### src/rtl/pcbs_pkg.sv
// Shared types, command codes, register indices and reset values for the
// pulse-count backlight stepper. No dependencies.
package pcbs_pkg;

	localparam int unsigned HoldW  = 16;
	localparam int unsigned CfgIdxW = 3;

	// command codes on the control line
	localparam logic [1:0] ACT_LOW  = 2'd0;
	localparam logic [1:0] ACT_HIGH = 2'd1;
	localparam logic [1:0] ACT_WAIT = 2'd2;

	// register indices
	localparam logic [CfgIdxW-1:0] REG_MAX_LEVEL     = 3'd0;
	localparam logic [CfgIdxW-1:0] REG_UP_LOW_US     = 3'd1;
	localparam logic [CfgIdxW-1:0] REG_DOWN_LOW_US   = 3'd2;
	localparam logic [CfgIdxW-1:0] REG_PULSE_HIGH_US = 3'd3;
	localparam logic [CfgIdxW-1:0] REG_OFF_HOLD_US   = 3'd4;
	localparam logic [CfgIdxW-1:0] REG_ENABLE_HOLD_US = 3'd5;
	localparam logic [CfgIdxW-1:0] REG_SETTLE_US     = 3'd6;

	localparam logic [3:0]       RST_MAX_LEVEL      = 4'd15;
	localparam logic [HoldW-1:0] RST_UP_LOW_US      = 16'd30;
	localparam logic [HoldW-1:0] RST_DOWN_LOW_US    = 16'd250;
	localparam logic [HoldW-1:0] RST_PULSE_HIGH_US  = 16'd10;
	localparam logic [HoldW-1:0] RST_OFF_HOLD_US    = 16'd800;
	localparam logic [HoldW-1:0] RST_ENABLE_HOLD_US = 16'd5;
	localparam logic [HoldW-1:0] RST_SETTLE_US      = 16'd40000;

	localparam logic [4:0] RST_LEVEL     = 5'd6;
	localparam logic [4:0] ENABLED_LEVEL = 5'd16;

	typedef struct packed {
		logic [3:0]       max_level;
		logic [HoldW-1:0] up_low_us;
		logic [HoldW-1:0] down_low_us;
		logic [HoldW-1:0] pulse_high_us;
		logic [HoldW-1:0] off_hold_us;
		logic [HoldW-1:0] enable_hold_us;
		logic [HoldW-1:0] settle_us;
	} cfg_t;

	typedef struct packed {
		logic [1:0]       action;
		logic [HoldW-1:0] hold_us;
		logic             last_of_run;
	} cmd_t;

endpackage

### src/rtl/pcbs_req_if.sv
// Request channel: brightness level plus panel status flags.
// Stand-alone, no package dependency.
interface pcbs_req_if;
	logic       valid;
	logic       ready;
	logic [7:0] level;
	logic       panel_on;
	logic       after_reinit;

	modport source (output valid, level, panel_on, after_reinit, input ready);
	modport sink   (input valid, level, panel_on, after_reinit, output ready);
endinterface

### src/rtl/pcbs_cmd_if.sv
// Command channel: one timed action for the backlight control line.
// Stand-alone, no package dependency.
interface pcbs_cmd_if;
	logic        valid;
	logic        ready;
	logic [1:0]  action;
	logic [15:0] hold_us;
	logic        last_of_run;

	modport source (output valid, action, hold_us, last_of_run, input ready);
	modport sink   (input valid, action, hold_us, last_of_run, output ready);
endinterface

### src/rtl/pulse_count_backlight_stepper.sv
// Pulse-count backlight stepper: one request is taken when the sequencer is
// idle, then its commands leave one per cycle, while the sink does not stall,
// through a single output register (up to 32 commands: settle, enable and
// fifteen low/high pairs). The sequencer handles one request at a time; the
// next request may enter while the final command still waits to be taken.
// Registers are written through cfg_we / cfg_idx / cfg_data; unknown indices
// are ignored. Depends on pcbs_pkg, pcbs_req_if, pcbs_cmd_if and pcbs_seq.
module pulse_count_backlight_stepper (
	input  logic        clk,
	input  logic        arst_n,
	input  logic        cfg_we,
	input  logic [2:0]  cfg_idx,
	input  logic [15:0] cfg_data,
	pcbs_req_if.sink    req,
	pcbs_cmd_if.source  cmd
);
	import pcbs_pkg::*;

	cfg_t cfg_q;
	logic seq_idle;
	logic seq_valid;
	cmd_t seq_cmd;
	logic advance;
	logic out_valid_q;
	cmd_t out_q;

	always_ff @(posedge clk or negedge arst_n) begin
		if (!arst_n) begin
			cfg_q.max_level      <= RST_MAX_LEVEL;
			cfg_q.up_low_us      <= RST_UP_LOW_US;
			cfg_q.down_low_us    <= RST_DOWN_LOW_US;
			cfg_q.pulse_high_us  <= RST_PULSE_HIGH_US;
			cfg_q.off_hold_us    <= RST_OFF_HOLD_US;
			cfg_q.enable_hold_us <= RST_ENABLE_HOLD_US;
			cfg_q.settle_us      <= RST_SETTLE_US;
		end else if (cfg_we) begin
			unique case (cfg_idx)
				REG_MAX_LEVEL:      cfg_q.max_level      <= cfg_data[3:0];
				REG_UP_LOW_US:      cfg_q.up_low_us      <= cfg_data;
				REG_DOWN_LOW_US:    cfg_q.down_low_us    <= cfg_data;
				REG_PULSE_HIGH_US:  cfg_q.pulse_high_us  <= cfg_data;
				REG_OFF_HOLD_US:    cfg_q.off_hold_us    <= cfg_data;
				REG_ENABLE_HOLD_US: cfg_q.enable_hold_us <= cfg_data;
				REG_SETTLE_US:      cfg_q.settle_us      <= cfg_data;
				default: ;
			endcase
		end
	end

	assign req.ready = seq_idle;
	// output slot is free when empty or being emptied this cycle
	assign advance   = !out_valid_q || cmd.ready;

	pcbs_seq u_seq (
		.clk          (clk),
		.arst_n       (arst_n),
		.cfg          (cfg_q),
		.start        (req.valid),
		.level        (req.level),
		.panel_on     (req.panel_on),
		.after_reinit (req.after_reinit),
		.advance      (advance),
		.idle         (seq_idle),
		.cmd_valid    (seq_valid),
		.cmd          (seq_cmd)
	);

	always_ff @(posedge clk or negedge arst_n) begin
		if (!arst_n)
			out_valid_q <= 1'b0;
		else if (advance)
			out_valid_q <= seq_valid;
	end

	always_ff @(posedge clk) begin
		if (advance && seq_valid)
			out_q <= seq_cmd;
	end

	assign cmd.valid       = out_valid_q;
	assign cmd.action      = out_q.action;
	assign cmd.hold_us     = out_q.hold_us;
	assign cmd.last_of_run = out_q.last_of_run;

endmodule

### src/rtl/pcbs_seq.sv
// Command sequencer: keeps the current level, works out the step count for a
// request and walks off / settle / enable / step-pulse states one command at a time.
// Depends on pcbs_pkg.
module pcbs_seq (
	input  logic              clk,
	input  logic              arst_n,
	input  pcbs_pkg::cfg_t    cfg,
	input  logic              start,
	input  logic [7:0]        level,
	input  logic              panel_on,
	input  logic              after_reinit,
	input  logic              advance,
	output logic              idle,
	output logic              cmd_valid,
	output pcbs_pkg::cmd_t    cmd
);
	import pcbs_pkg::*;

	localparam logic [2:0] S_IDLE   = 3'd0;
	localparam logic [2:0] S_OFF    = 3'd1;
	localparam logic [2:0] S_SETTLE = 3'd2;
	localparam logic [2:0] S_ENABLE = 3'd3;
	localparam logic [2:0] S_LOW    = 3'd4;
	localparam logic [2:0] S_HIGH   = 3'd5;

	logic [2:0] state_q;
	logic [4:0] cnt_q;
	logic [4:0] cur_q;
	logic       en_q;
	logic       down_q;

	logic [3:0] req;
	logic [4:0] req5;
	logic [4:0] cur_eff;
	logic       go_down;
	logic [4:0] steps;
	logic       fire;

	assign req     = (level > {4'd0, cfg.max_level}) ? cfg.max_level : level[3:0];
	assign req5    = {1'b0, req};
	assign cur_eff = (cur_q == 5'd0) ? ENABLED_LEVEL : cur_q;
	assign go_down = req5 < cur_eff;
	assign steps   = go_down ? (cur_eff - req5) : (req5 - cur_eff);

	assign idle      = (state_q == S_IDLE);
	assign cmd_valid = !idle;
	assign fire      = cmd_valid && advance;

	always_comb begin
		cmd = '0;
		unique case (state_q)
			S_OFF: begin
				cmd.action      = ACT_LOW;
				cmd.hold_us     = cfg.off_hold_us;
				cmd.last_of_run = 1'b1;
			end
			S_SETTLE: begin
				cmd.action      = ACT_WAIT;
				cmd.hold_us     = cfg.settle_us;
				cmd.last_of_run = !en_q && (cnt_q == 5'd0);
			end
			S_ENABLE: begin
				cmd.action      = ACT_HIGH;
				cmd.hold_us     = cfg.enable_hold_us;
				cmd.last_of_run = (cnt_q == 5'd0);
			end
			S_LOW: begin
				cmd.action      = ACT_LOW;
				cmd.hold_us     = down_q ? cfg.down_low_us : cfg.up_low_us;
				cmd.last_of_run = 1'b0;
			end
			S_HIGH: begin
				cmd.action      = ACT_HIGH;
				cmd.hold_us     = cfg.pulse_high_us;
				cmd.last_of_run = (cnt_q == 5'd1);
			end
			default: cmd = '0;
		endcase
	end

	always_ff @(posedge clk or negedge arst_n) begin
		if (!arst_n) begin
			state_q <= S_IDLE;
			cnt_q   <= 5'd0;
			cur_q   <= RST_LEVEL;
			en_q    <= 1'b0;
			down_q  <= 1'b0;
		end else if (idle) begin
			if (start) begin
				if (!panel_on) begin
					state_q <= S_OFF;
				end else if (req == 4'd0) begin
					state_q <= S_OFF;
					cur_q   <= 5'd0;
				end else begin
					cur_q  <= req5;
					cnt_q  <= steps;
					en_q   <= (cur_q == 5'd0);
					down_q <= go_down;
					if (after_reinit)
						state_q <= S_SETTLE;
					else if (cur_q == 5'd0)
						state_q <= S_ENABLE;
					else if (steps != 5'd0)
						state_q <= S_LOW;
					// same level and no settle: empty run
				end
			end
		end else if (fire) begin
			unique case (state_q)
				S_OFF: state_q <= S_IDLE;
				S_SETTLE: begin
					if (en_q)
						state_q <= S_ENABLE;
					else if (cnt_q != 5'd0)
						state_q <= S_LOW;
					else
						state_q <= S_IDLE;
				end
				S_ENABLE: state_q <= (cnt_q != 5'd0) ? S_LOW : S_IDLE;
				S_LOW:    state_q <= S_HIGH;
				S_HIGH: begin
					cnt_q   <= cnt_q - 5'd1;
					state_q <= (cnt_q == 5'd1) ? S_IDLE : S_LOW;
				end
				default: state_q <= S_IDLE;
			endcase
		end
	end

endmodule
### src/flat_wrapper.sv
// flat-port wrapper written by rule: the top's interface ports become plain ports
module pulse_count_backlight_stepper_flat import pcbs_pkg::*;
  (clk, arst_n, cfg_we, cfg_idx, cfg_data, req_valid, req_level, req_panel_on, req_after_reinit, req_ready, cmd_valid, cmd_action, cmd_hold_us, cmd_last_of_run, cmd_ready);
  pcbs_req_if req_i ();
  pcbs_cmd_if cmd_i ();
  input  logic clk;
  input  logic arst_n;
  input  logic cfg_we;
  input  logic [2:0] cfg_idx;
  input  logic [15:0] cfg_data;
  input wire logic [$bits(req_i.valid)-1:0] req_valid;
  input wire logic [$bits(req_i.level)-1:0] req_level;
  input wire logic [$bits(req_i.panel_on)-1:0] req_panel_on;
  input wire logic [$bits(req_i.after_reinit)-1:0] req_after_reinit;
  output wire logic [$bits(req_i.ready)-1:0] req_ready;
  output wire logic [$bits(cmd_i.valid)-1:0] cmd_valid;
  output wire logic [$bits(cmd_i.action)-1:0] cmd_action;
  output wire logic [$bits(cmd_i.hold_us)-1:0] cmd_hold_us;
  output wire logic [$bits(cmd_i.last_of_run)-1:0] cmd_last_of_run;
  input wire logic [$bits(cmd_i.ready)-1:0] cmd_ready;
  assign req_i.valid = req_valid;
  assign req_i.level = req_level;
  assign req_i.panel_on = req_panel_on;
  assign req_i.after_reinit = req_after_reinit;
  assign req_ready = req_i.ready;
  assign cmd_valid = cmd_i.valid;
  assign cmd_action = cmd_i.action;
  assign cmd_hold_us = cmd_i.hold_us;
  assign cmd_last_of_run = cmd_i.last_of_run;
  assign cmd_i.ready = cmd_ready;
  pulse_count_backlight_stepper u_core (.clk(clk), .arst_n(arst_n), .cfg_we(cfg_we), .cfg_idx(cfg_idx), .cfg_data(cfg_data), .req(req_i), .cmd(cmd_i));
endmodule
### config.mk
export PLATFORM = sky130hd
export DESIGN_NAME = pulse_count_backlight_stepper_flat
export DESIGN_NICKNAME = d
export VERILOG_FILES = /design/src/rtl/pcbs_pkg.sv /design/src/rtl/pcbs_req_if.sv /design/src/rtl/pcbs_cmd_if.sv /design/src/rtl/pulse_count_backlight_stepper.sv /design/src/rtl/pcbs_seq.sv /design/src/flat_wrapper.sv
export SDC_FILE = /design/constraint.sdc
export NUM_CORES = 1
export LEC_CHECK = 0
export ABC_AREA = 1
export BUFFER_PORTS_ARGS = -buffer_cell sky130_fd_sc_hd__buf_2
export CELL_PAD_IN_SITES_DETAIL_PLACEMENT = 0
export CELL_PAD_IN_SITES_GLOBAL_PLACEMENT = 2
export CORE_MARGIN = 5
export CORE_UTILIZATION = 39
export DETAILED_ROUTE_END_ITERATION = 6
export PLACE_DENSITY = 0.92
export SLEW_MARGIN = 20
export SYNTH_ARGS = -nofsm -noshare
export SYNTH_HDL_FRONTEND = slang
export SYNTH_HIERARCHICAL = 1
export SYNTH_SLANG_ARGS = --single-unit
### constraint.sdc
create_clock -name clk -period 9.24 [get_ports clk]
set_clock_uncertainty 0.05 [all_clocks]
set_input_delay 0.462 -clock clk [delete_from_list [all_inputs] [get_ports clk]]
set_output_delay 0.462 -clock clk [all_outputs]
set_load 0.005 [all_outputs]
==> impl_metrics.yaml <==
run_status:
  status: "finished clean"
timing:
  finalHoldViolCount: 0
  fin_crit_ns: 3.31
  setup_viol_count_final: 0
  rsz0062_at_grt: "false"
  layout_setup_ws_ns: 5.93
  final_max_slew_viol_count: 0
  achievable-frequency_mhz: 303
  timing.max_slew.rel_slack_pct: 28.3
  post-route-period-util_pct: 35.8
  setup-tns-final_ns: 0
  tightest_slew_ns: 1.07
clock_network:
  cts_sinks: 134
  clock_tree.htree_level_count: 4
  cts-buffers-inserted: 17
  cts_hold_buffers: 0
  path_clk_slew_ns: 0.06
  cts.repair.resized: 0
  cts_root_buffer: "sky130_fd_sc_hd__clkbuf_16"
  clock_tree.buffer_depth: 2
  post-cts-setup-buffer-count: 0
  clock_latency_ns: 0.42
  cts_tree: "yes"
pwr:
  p_leak_nw: 3.98
  vdd_drop_max_mv: 0.147
  power_density_mw_per_mm2: 290
critical_path:
  crit_path_top_delay_cell: "sky130_fd_sc_hd__dfstp_2"
  cp_slowest_stage_delay_ns: 0.53
  crit_path_cell_trace: "inv_1 > ha_1 > nand2_1 > nor2_1 > nand3_2 > nand2_4 > nand2_1 > o21ai_1 > inv_1 > ha_1 > fa_1 > nor2_1 > nor2_1 > nand3_1 > nand3_1 > nor2_2 > nand3_2 > nand2_2 > nand2_1 > nand2_1"
  critical_path_class: "reg -> reg"
  critPathLaunchType: "register"
  worst-endpoint-required_ns: 9.55
  arrival_ns: 3.61
  reg2regPathDepth: 20
  worst-path-stages: 20
  critical-path-top-delay-family: "simple AND/OR/NAND/NOR gates"
  type_of_destination_of_the_critical_path: "register"
  crit_path_max_fanout: 8
  path_buf_inv: 2
  critPathMostFrequentCell: "sky130_fd_sc_hd__nand2_1"
finish:
  final_core_utilization_pct: 45.3
  post_route_cells_drive_above_1_share_pct: 20.6
  fillerInstances: 1746
  num-nets-final: 915
  layout-area-overhead-vs-synth_pct: 14.1
  multi_input_comb_area_sq_mm: 0.00299
  diodes: 0
  postLayoutCellArea_sq_mm: 0.00783
  regArea_sq_mm: 0.00348
synth:
  post_synthesis_net_count: 866
  synth_largest_type_area_fraction_pct: 31.7
  share_of_flip_flops_with_an_asynchronous_set_or_reset_pct: 85.8
  post_synth_inst_count: 818
  avgSynthCellArea_sq_um: 8.39
  distinct_cell_type_count_of_the_synthesized_netlist: 36
  synth-edff-count: 19
  cell_types_with_the_highest_counts_after_synthesis: "378 x sky130_fd_sc_hd__nand2_1, 87 x sky130_fd_sc_hd__dfrtp_1, 71 x sky130_fd_sc_hd__nand3_1, 50 x sky130_fd_sc_hd__inv_1, 28 x sky130_fd_sc_hd__dfstp_2"
  synth.ff_latch_count: 134
  synth_largest_area_cell: "sky130_fd_sc_hd__dfrtp_1"
  dominantRegCellSynth: "sky130_fd_sc_hd__dfrtp_1"
  yosys-top-cells-area: "sky130_fd_sc_hd__dfrtp_1 32%, sky130_fd_sc_hd__nand2_1 21%, sky130_fd_sc_hd__dfstp_2 11%"
  synthesis.area_sq_mm: 0.00687
  ys.warnings.count: 6
  synth_sequential_area_ratio_pct: 50.7
  yosys.cell_count.top_type: "sky130_fd_sc_hd__nand2_1"
global_routing:
  global_route_usage_sum_pct: 18.7
  grt_antenna_before_repair: 1
  grt_remaining_overflow: 0
  first_pass_grt_wire_length_mm: 29.7
  grt_start_max_net_pins: 61
  grt_pass1_vias: 5492
placement:
  postPlaceCellArea_sq_mm: 0.00728
  post-dp-hpwl_mm: 11.3
  routabilityCongestion: 0.805
  io_buffers: 54
  pre_cts_slack_ns: 5.94
routing:
  detail_route.vias_per_cell: 4.94
  routedWlPerCell_microns: 16.4
  first_iter_violations: 357
  drc_errors: 0
  detail-route-antenna-nets: 0
  detailroute.via_count: 5462
  1st_pass_router_iterations: 5
  drt-total-wl_mm: 18.1
flow_run:
  timing.max_cap.violations: 0
floorplanning:
  rows: 48
  io-pin-count: 55
  die_h_microns: 143
  initial_core_util_pct: 39.7
  die_area_sq_mm: 0.0204
  chipWidth_microns: 143
  core_area_sq_mm: 0.0173
hold_path:
  hold_path_class: "in -> async"
## through the flow
step / std cells / hold slack [ns] / total power [mW]
6_report: 1105 / 0.0622 / 2.27
3_5_place_dp: 1073 / 0.402 / 1.66
5_1_grt: 1105 / 0.123 / 2.44
4_1_cts: 1105 / 0.0874 / 2.30
3_3_place_gp: 1073 / 0.400 / 1.65
2_1_floorplan: 818 / 0.116 / 1.41
## cell families after synthesis
kind of cell               after synthesis  share of synthesized area (%)
DFF                                    134                           50.7
muxes                                   16                           2.62
and+or+nand+nor                        516                           33.1
AOI/OAI and AO/OA                       48                           4.39
adders and majority gates               14                           2.77
buffers and inverters                   86                           5.89
xor gates and xnor gates                 4                          0.510
## power breakdown
group          internal, mW  switching, mW
sequential            0.798         0.0982
combinational         0.274          0.475
clock                 0.360          0.268
## worst paths after layout
kind	start	slack, ns	to
worst max-delay path	u_core/cfg_q[99]	5.93	u_core/u_seq/state_q[1]
worst min-delay path	arst_n	0.06	u_core/cfg_q[24]
worst max register to register	u_core/cfg_q[99]	5.93	u_core/u_seq/state_q[1]
worst min register to register	u_core/cfg_q[81]	0.41	u_core/cfg_q[81]
max in group asynchronous	arst_n	7.80	u_core/cfg_q[55]
min in group clk	cfg_data[15]	0.24	u_core/cfg_q[15]
## layout by cell type, fill, tap and decap left out, drive strengths merged, types with 9 or more instances in the layout
cell type / synthesis / routed
ha: 12 / 12
a22oi: 11 / 11
nand4: 11 / 11
edfxtp: 19 / 19
nand3: 77 / 77
inv: 57 / 60
mux2: 16 / 16
buf: 18 / 59
o21ai: 18 / 18
clkbuf: 11 / 19
nor2: 34 / 34
a21oi: 9 / 9
dfrtp: 87 / 87
dfstp: 28 / 28
nand2: 392 / 392
## sequential cells by signal, indices dropped and copies added, names as in the netlist
| signal | flops |
|---|---|
| u_core/cfg_q | 100 |
| u_core/cmd.valid | 1 |
| u_core/u_seq/en_q | 1 |
| u_core/cmd.hold_us | 16 |
| u_core/u_seq/cur_q | 4 |
| u_core/u_seq/down_q | 1 |
| u_core/u_seq/state_q | 3 |
| u_core/cmd.action | 2 |
| u_core/cmd.last_of_run | 1 |
| u_core/u_seq/cnt_q | 5 |
## layer usage
layer | part of all wire [%] | GRT usage [%]
met1 | 48 | 26.1
met2 | 48 | 30.0
met3 | 4.0 | 4.39
met4 | 0.59 | 3.75
met5 | 0.072 | 0
## final cells by class
type                            instances  share of cell area (%)
Tap cell                              225                    3.59
Timing Repair Buffer                   59                    3.96
Inverter                               57                    2.73
Clock buffer                           19                    5.78
Clock inverter                         13                    1.28
Multi-Input combinational cell        598                    38.2
Sequential cell                       134                    44.5
Power figures use the tool's default switching activity.
